## src/sv/assert_macros.svh

```systemverilog
// assertion macros used by the executor top
`ifndef ASSERT_MACROS_SVH
`define ASSERT_MACROS_SVH

`ifndef SYNTHESIS
// same-cycle implication
`define BMVM_ASSERT_IMP(lbl, clk, rst_n, ante, cons, msg) \
    lbl: assert property (@(posedge clk) disable iff (!rst_n) (ante) |-> (cons)) \
        else $error(msg);
// next-cycle implication
`define BMVM_ASSERT_NXT(lbl, clk, rst_n, ante, cons, msg) \
    lbl: assert property (@(posedge clk) disable iff (!rst_n) (ante) |=> (cons)) \
        else $error(msg);
`else
`define BMVM_ASSERT_IMP(lbl, clk, rst_n, ante, cons, msg)
`define BMVM_ASSERT_NXT(lbl, clk, rst_n, ante, cons, msg)
`endif

`endif

```

## src/sv/bmvm_pkg.sv

```systemverilog
`default_nettype none
package bmvm_pkg;

    // store geometry
    localparam int MEM_BYTES = 65536;
    localparam int MEM_AW    = $clog2(MEM_BYTES);
    localparam int PC_W      = 17;

    // input command codes
    localparam logic CMD_LOAD = 1'b0;
    localparam logic CMD_EXEC = 1'b1;

    // instruction opcodes
    localparam logic [7:0] OP_STOP  = 8'd0;
    localparam logic [7:0] OP_SET   = 8'd1;
    localparam logic [7:0] OP_MOV   = 8'd2;
    localparam logic [7:0] OP_JMP   = 8'd3;
    localparam logic [7:0] OP_JNT   = 8'd4;
    localparam logic [7:0] OP_ADD   = 8'd5;
    localparam logic [7:0] OP_SUB   = 8'd6;
    localparam logic [7:0] OP_NOT   = 8'd7;
    localparam logic [7:0] OP_AND   = 8'd8;
    localparam logic [7:0] OP_OR    = 8'd9;
    localparam logic [7:0] OP_XOR   = 8'd10;
    localparam logic [7:0] OP_PRINT = 8'd11;
    localparam logic [7:0] OP_SCAN  = 8'd12;
    localparam logic [7:0] OP_JMZ   = 8'd13;
    localparam logic [7:0] OP_JEQ   = 8'd14;
    localparam logic [7:0] OP_JLT   = 8'd15;
    localparam logic [7:0] OP_JGT   = 8'd16;
    localparam logic [7:0] OP_JLE   = 8'd17;
    localparam logic [7:0] OP_JGE   = 8'd18;
    localparam logic [7:0] OP_ADDC  = 8'd19;
    localparam logic [7:0] OP_SUBC  = 8'd20;
    localparam logic [7:0] OP_NOP   = 8'd255;

    // result status codes
    localparam logic [2:0] ST_OK     = 3'd0;
    localparam logic [2:0] ST_STOP   = 3'd1;
    localparam logic [2:0] ST_BADOP  = 3'd2;
    localparam logic [2:0] ST_PCEND  = 3'd3;
    localparam logic [2:0] ST_HALTED = 3'd4;
    localparam logic [2:0] ST_UNSUP  = 3'd5;

    typedef struct packed {
        logic        opcode;
        logic [15:0] load_address;
        logic [7:0]  load_data;
    } t_in;

    typedef struct packed {
        logic [2:0]  status;
        logic [15:0] next_pc;
        logic        print_valid;
        logic [7:0]  print_char;
        logic [7:0]  executed_code;
    } t_out;

    // which operand address a data read uses
    typedef enum logic [1:0] {
        ASEL_A = 2'd0,
        ASEL_B = 2'd1,
        ASEL_C = 2'd2
    } t_asel;

    // static decode of one opcode byte
    typedef struct packed {
        logic [2:0] len;
        logic       use_rd1;
        t_asel      rd1_sel;
        logic       use_rd2;
        t_asel      rd2_sel;
    } t_dec;

    // execute result handed from the alu to the sequencer
    typedef struct packed {
        logic [2:0]      status;
        logic            halt;
        logic            we;
        logic [15:0]     waddr;
        logic [7:0]      wdata;
        logic [PC_W-1:0] next_pc;
        logic            print_valid;
        logic [7:0]      print_char;
    } t_exu;

    function automatic t_dec decode_op(input logic [7:0] code);
        t_dec d;
        d = '{len: 3'd1, use_rd1: 1'b0, rd1_sel: ASEL_A, use_rd2: 1'b0, rd2_sel: ASEL_A};
        case (code)
            OP_SET: begin
                d.len = 3'd4;
            end
            OP_MOV, OP_JNT, OP_JMZ: begin
                d.len     = 3'd5;
                d.use_rd2 = 1'b1;
                d.rd2_sel = ASEL_B;
            end
            OP_JMP: begin
                d.len = 3'd3;
            end
            OP_ADD, OP_SUB, OP_AND, OP_OR, OP_XOR: begin
                d.len     = 3'd5;
                d.use_rd1 = 1'b1;
                d.rd1_sel = ASEL_A;
                d.use_rd2 = 1'b1;
                d.rd2_sel = ASEL_B;
            end
            OP_NOT, OP_PRINT: begin
                d.len     = 3'd3;
                d.use_rd2 = 1'b1;
                d.rd2_sel = ASEL_A;
            end
            OP_JEQ, OP_JLT, OP_JGT, OP_JLE, OP_JGE: begin
                d.len     = 3'd7;
                d.use_rd1 = 1'b1;
                d.rd1_sel = ASEL_B;
                d.use_rd2 = 1'b1;
                d.rd2_sel = ASEL_C;
            end
            default: begin
                d.len = 3'd1;
            end
        endcase
        return d;
    endfunction

    // assemble a 16-bit operand address from two instruction bytes
    function automatic logic [15:0] opnd_addr(input logic low_first,
                                              input logic [7:0] b0,
                                              input logic [7:0] b1);
        return low_first ? {b1, b0} : {b0, b1};
    endfunction

endpackage
`default_nettype wire

```

## src/sv/bmvm_alu.sv

```systemverilog
`default_nettype none
module bmvm_alu (
    input  logic [7:0]                i_code,
    input  logic [bmvm_pkg::PC_W-1:0] i_pc,
    input  logic [15:0]               i_a,
    input  logic [7:0]                i_set_byte,
    input  logic [7:0]                i_v1,
    input  logic [7:0]                i_v2,
    output bmvm_pkg::t_exu            o_exu
);
    import bmvm_pkg::*;

    t_dec            dec;
    logic [PC_W-1:0] fall_pc;
    logic            is_jcc;
    logic            cond;

    assign dec     = decode_op(i_code);
    assign fall_pc = i_pc + PC_W'(dec.len);

    // instruction execute: data path, write-back and next pc
    always_comb begin
        o_exu = '{status: ST_OK, halt: 1'b0, we: 1'b0, waddr: i_a, wdata: 8'd0,
                  next_pc: fall_pc, print_valid: 1'b0, print_char: 8'd0};
        is_jcc = 1'b0;
        cond   = 1'b0;
        case (i_code)
            OP_NOP: begin
                o_exu.next_pc = fall_pc;
            end
            OP_STOP: begin
                o_exu.status  = ST_STOP;
                o_exu.halt    = 1'b1;
                o_exu.next_pc = i_pc;
            end
            OP_SET: begin
                o_exu.we    = 1'b1;
                o_exu.wdata = i_set_byte;
            end
            OP_MOV: begin
                o_exu.we    = 1'b1;
                o_exu.wdata = i_v2;
            end
            OP_JMP: begin
                o_exu.next_pc = {1'b0, i_a};
            end
            OP_JNT: begin
                is_jcc = 1'b1;
                cond   = i_v2 != 8'd0;
            end
            OP_JMZ: begin
                is_jcc = 1'b1;
                cond   = i_v2 == 8'd0;
            end
            OP_ADD: begin
                o_exu.we    = 1'b1;
                o_exu.wdata = i_v1 + i_v2;
            end
            OP_SUB: begin
                o_exu.we    = 1'b1;
                o_exu.wdata = i_v1 - i_v2;
            end
            OP_NOT: begin
                o_exu.we    = 1'b1;
                o_exu.wdata = ~i_v2;
            end
            OP_AND: begin
                o_exu.we    = 1'b1;
                o_exu.wdata = i_v1 & i_v2;
            end
            OP_OR: begin
                o_exu.we    = 1'b1;
                o_exu.wdata = i_v1 | i_v2;
            end
            OP_XOR: begin
                o_exu.we    = 1'b1;
                o_exu.wdata = i_v1 ^ i_v2;
            end
            OP_PRINT: begin
                o_exu.print_valid = 1'b1;
                o_exu.print_char  = i_v2;
            end
            OP_JEQ: begin
                is_jcc = 1'b1;
                cond   = i_v1 == i_v2;
            end
            OP_JLT: begin
                is_jcc = 1'b1;
                cond   = i_v1 < i_v2;
            end
            OP_JGT: begin
                is_jcc = 1'b1;
                cond   = i_v1 > i_v2;
            end
            OP_JLE: begin
                is_jcc = 1'b1;
                cond   = i_v1 <= i_v2;
            end
            OP_JGE: begin
                is_jcc = 1'b1;
                cond   = i_v1 >= i_v2;
            end
            OP_SCAN, OP_ADDC, OP_SUBC: begin
                o_exu.status  = ST_UNSUP;
                o_exu.halt    = 1'b1;
                o_exu.next_pc = i_pc;
            end
            default: begin
                o_exu.status  = ST_BADOP;
                o_exu.halt    = 1'b1;
                o_exu.next_pc = i_pc;
            end
        endcase
        // taken branch loads the target, else falls through
        if (is_jcc && cond) begin
            o_exu.next_pc = {1'b0, i_a};
        end
    end

endmodule
`default_nettype wire

```

## config.mk

```make
export PLATFORM = sky130hd
export DESIGN_NAME = bmvm_alu
export DESIGN_NICKNAME = d
export VERILOG_FILES = /design/src/sv/assert_macros.svh /design/src/sv/bmvm_pkg.sv /design/src/sv/bmvm_alu.sv
export SDC_FILE = /design/constraint.sdc
export NUM_CORES = 1
export LEC_CHECK = 0
export BUFFER_PORTS_ARGS = -buffer_cell sky130_fd_sc_hd__buf_2
export CORE_ASPECT_RATIO = 2
export CORE_MARGIN = 4
export CORE_UTILIZATION = 44
export DETAILED_ROUTE_END_ITERATION = 8
export GPL_ROUTABILITY_DRIVEN = 0
export GPL_TIMING_DRIVEN = 0
export MAX_ROUTING_LAYER = met4
export PLACE_DENSITY_LB_ADDON = 0.3
export RECOVER_POWER = 25
export SETUP_SLACK_MARGIN = 0.3
export SYNTH_ARGS = -nofsm -noshare
export SYNTH_HDL_FRONTEND = slang
export SYNTH_SLANG_ARGS = --single-unit
```

## constraint.sdc

```tcl
create_clock -name vclk -period 4.7
set_clock_uncertainty 0.1 [all_clocks]
set_input_delay 0.94 -clock vclk [all_inputs]
set_output_delay 0.94 -clock vclk [all_outputs]
set_load 0.02 [all_outputs]
```

## After elaboration in Yosys (flattened, before gate mapping)

Cells that the tools add are included.

- Register bits after elaboration: 0
- Bits of input ports: 65
- Output and inout port bits: 55
- Logic and storage cells: 54

- Add/sub/neg operators: 3
- Magnitude comparators: 4
- Equal/unequal tests: 22
- Multiplexer cells: 9
- Bitwise logic cells: 4
- Reduce and logical (&&, ||, !) cells: 12

Operators by type and width:

| kind | number |
|---|---|
| $eq A8 B4 Y1 const B | 8 |
| $pmux W8 S8 | 1 |
| $eq A8 B5 Y1 const B | 5 |
| $pmux W17 S2 | 1 |
| $eq A8 B3 Y1 const B | 4 |
| $reduce_or A18 Y1 | 1 |
| $add A17 B3 Y17 | 1 |
| $mux W17 | 1 |
| $reduce_or A17 Y1 | 1 |
| $eq A8 B2 Y1 const B | 2 |
| $logic_not A8 Y1 | 2 |
| $reduce_or A8 Y1 | 2 |
| $pmux W3 S4 | 1 |
| $pmux W4 S3 | 1 |
| $mux W9 | 1 |
| $add A8 B8 Y8 | 1 |
| $and A8 B8 Y8 | 1 |
| $eq A8 B1 Y1 const B | 1 |
| $eq A8 B8 Y1 | 1 |
| $eq A8 B8 Y1 const B | 1 |
| $ge A8 B8 Y1 | 1 |
| $gt A8 B8 Y1 | 1 |
| $le A8 B8 Y1 | 1 |
| $lt A8 B8 Y1 | 1 |
| other kinds (11) | 13 |

## Longest topological paths before layout

- Depth in word-level cells: 6
- Depth in mapped cells: 12
- Gate-level depth less buffers: 11

## Worst setup path before layout

Ideal clock, no wire load.

- Kind: input -> output
- From: input i_code[5]
- To: output o_exu[15] in the netlist's numbering
- Arrival time: 3.646 ns
- Data required time: 3.660 ns
- Path slack: 0.014 ns
- Cell stages on the path: 11
- Path buffers: 1
- Path through: or4_4 buf_6 nor4_2 inv_1 ha_1 fa_1 a21o_1 nand2_1 inv_1 a21o_1 a32o_1

RTL lines:

| what | line | RTL |
|---|---|---|
| from (decl) | bmvm_alu.sv:3 | `input logic [7:0] i_code,` |
| to (decl) | bmvm_alu.sv:9 | `output bmvm_pkg::t_exu o_exu` |

==> results.sh <==
export IMPL_status="completed"
export IMPL_arrival_ns=3.53
export IMPL_hold_class="primary input to output pin"
export IMPL_postSynthAreaPerCell_um2=7.07
export IMPL_hold_viol=0
export IMPL_drv_slew=0
export IMPL_synthCells=364
export IMPL_cp_top_family="simple AND/OR/NAND/NOR gates"
export IMPL_wl_met2_um=6080
export IMPL_clkbuf_count=0
export IMPL_slew_headroom=0.467
export IMPL_tightest_slew_ns=0.793
export IMPL_required_ns=3.66
export IMPL_chipWidth_um=62.1
export IMPL_slowest_stage="or4_4"
export IMPL_worstSetupEndpointType="output pin"
export IMPL_utilization=0.699
export IMPL_leakagePower_nw=1.87
export IMPL_die_h_um=116
export IMPL_vias=3613
export IMPL_first_iter_violations=237
export IMPL_dp_slack_ns=-0.373
export IMPL_finalCriticalPeriod_ns=4.57
export IMPL_rsz0062_at_grt="yes"
export IMPL_ys_seq_area_frac=0
export IMPL_tns_ns=0
export IMPL_initial_core_util=0.451
export IMPL_drv_cap=0
export IMPL_max_freq_mhz=219
export IMPL_synth_fp_nets=459
export IMPL_vias_per_cell=6.34
export IMPL_grt_first_pass_wirelength_um=15400
export IMPL_hpwl_um=7900
export IMPL_core_area_um2=5710
export IMPL_drt_first_pass_iters=5
export IMPL_ant_nets=0
export IMPL_overflow=0
export IMPL_seq_cell_count=0
export IMPL_vdd_drop_max_v=0.0000635
export IMPL_cp_num_buf_inv=5
export IMPL_ff_latch_area_um2=0
export IMPL_area_growth_pct=55.1
export IMPL_antennaDiodeCount=0
export IMPL_avgRoutedWirePerCell_um=19.1
export IMPL_grt_usage=0.279
export IMPL_synth_top_area_share=0.131
export IMPL_grt_max_degree=11
export IMPL_whs_ns=2.09
export IMPL_path_max_fanout=6
export IMPL_yosys_warnings=0
export IMPL_fin_crit_sh=0.972
export IMPL_finalNetCount=606
export IMPL_routed_wl_met3_um=778
export IMPL_antenna_found_initial=0
export IMPL_synth_area_leaders="ha_1 13%, buf_4 5.0%, a22o_1 4.8%"
export IMPL_powerDensity_nw_per_um2=91.3
export IMPL_num_rows=39
export IMPL_cpPeakStageDelay_ns=0.55
export IMPL_setup_viol=0
export IMPL_startpoint_type="primary input"
export IMPL_highest_signal_layer="met4"
export IMPL_synth_area_um2=2570
export IMPL_yosysUniqueCellTypes=65
export IMPL_grt_pass1_vias=3482
export IMPL_wl_um=10900
export IMPL_drc_errors=0
export IMPL_timing_worst_setup_path_type="primary input to output pin"
export IMPL_setup_slack_ns=0.132
export IMPL_portBuffers=119
export IMPL_crit_chain="buf_8 > or4_4 > buf_8 > nor4_4 > inv_2 > ha_4 > fa_2 > a21o_1 > nand2_4 > inv_1 > a21o_1 > a32o_2 > buf_4"
export IMPL_io_pins=120
export IMPL_synth_top_area_cell="ha_1"
export IMPL_fp_dieArea_um2=7210
export IMPL_drive_gt1_frac=0.460
export IMPL_wl_met1_um=3410
-- routing by layer --
layer / track usage / up-vias
met4: 0.156 / 0
met5: - / -
met2: 0.536 / 246
met3: 0.0133 / 63
met1: 0.250 / 1649
li1: - / 1655
-- stage by stage --
step	area, µm²	power, mW	cells
floorplan	2610	0.184	364
global placement	3280	0.278	544
detailed placement	3280	0.284	544
CTS	3570	0.311	552
global route	3990	0.391	570
finish	3990	0.364	570
-- area by class of cell --
cell class         count  area [µm²]
fillers              488        1720
multi-input cells    300        2530
repair buffers       145         948
well taps             61        76.3
plain buffers         36         313
inverters             28         121
-- power breakdown --
part           switching (mW)  leakage (nW)  internal (mW)
sequential                  0             0              0
clock                       0             0              0
combinational           0.197          1.87          0.168
total                   0.197          1.87          0.168
-- cell families (layout without fill, tap and decap cells) --
logic type	Yosys count	in the layout	synth area share
buffers and inverters	64	209	0.131
and+or+nand+nor	129	129	0.293
AOI/OAI and AO/OA	116	116	0.325
muxes	17	17	0.0700
adders and majority gates	30	30	0.155
xor gates and xnor gates	8	8	0.0272
-- cell usage after synthesis (9+ instances only) --
cell type	count
buf_4	17
inv_1	27
mux2i_1	12
a21oi_1	20
a221oi_1	11
a211oi_1	9
nand2_1	30
nor2_1	23
o21ai_0	12
a22o_1	14
nor3_1	16
nand3_1	9
ha_1	27
-- what timing repair did --
action                                  CTS  global route
hold buffers                              0             0
endpoints found under the setup margin   17            18
gates resized for setup                  57            79
setup buffers                             7            17
pin swaps                                11            26
gates cloned                              1             1
-- final timing paths --
path / start / endpoint / slack [ns] / cells after the start
worst max-delay path: i_code[5] / o_exu[15] / 0.13 / 13
worst min-delay path: i_a[4] / o_exu[13] / 2.09 / 3
-- cell usage in the layout, fill, tap and decap left out, types with 5 or more instances in the layout --
master and count:
a211oi_1 5, a21oi_1 18, a221o_1 5, a221oi_1 10, a22o_1 13, buf_2 86, buf_4 48, buf_6 19
buf_8 7, clkbuf_1 15, ha_1 18, ha_4 9, inv_1 18, inv_4 5, mux2i_1 12, nand2_1 27
nand2b_1 8, nand3_1 8, nor2_1 22, nor3_1 13, o21ai_0 12, o21bai_1 5, o22ai_1 8, xor2_1 8
-- tightest hold or removal path, cell delays in order --
cell,delay [ns]
buf_2,0.09
a22o_4,0.12
buf_6,0.10
Power figures use the tool's default switching activity.
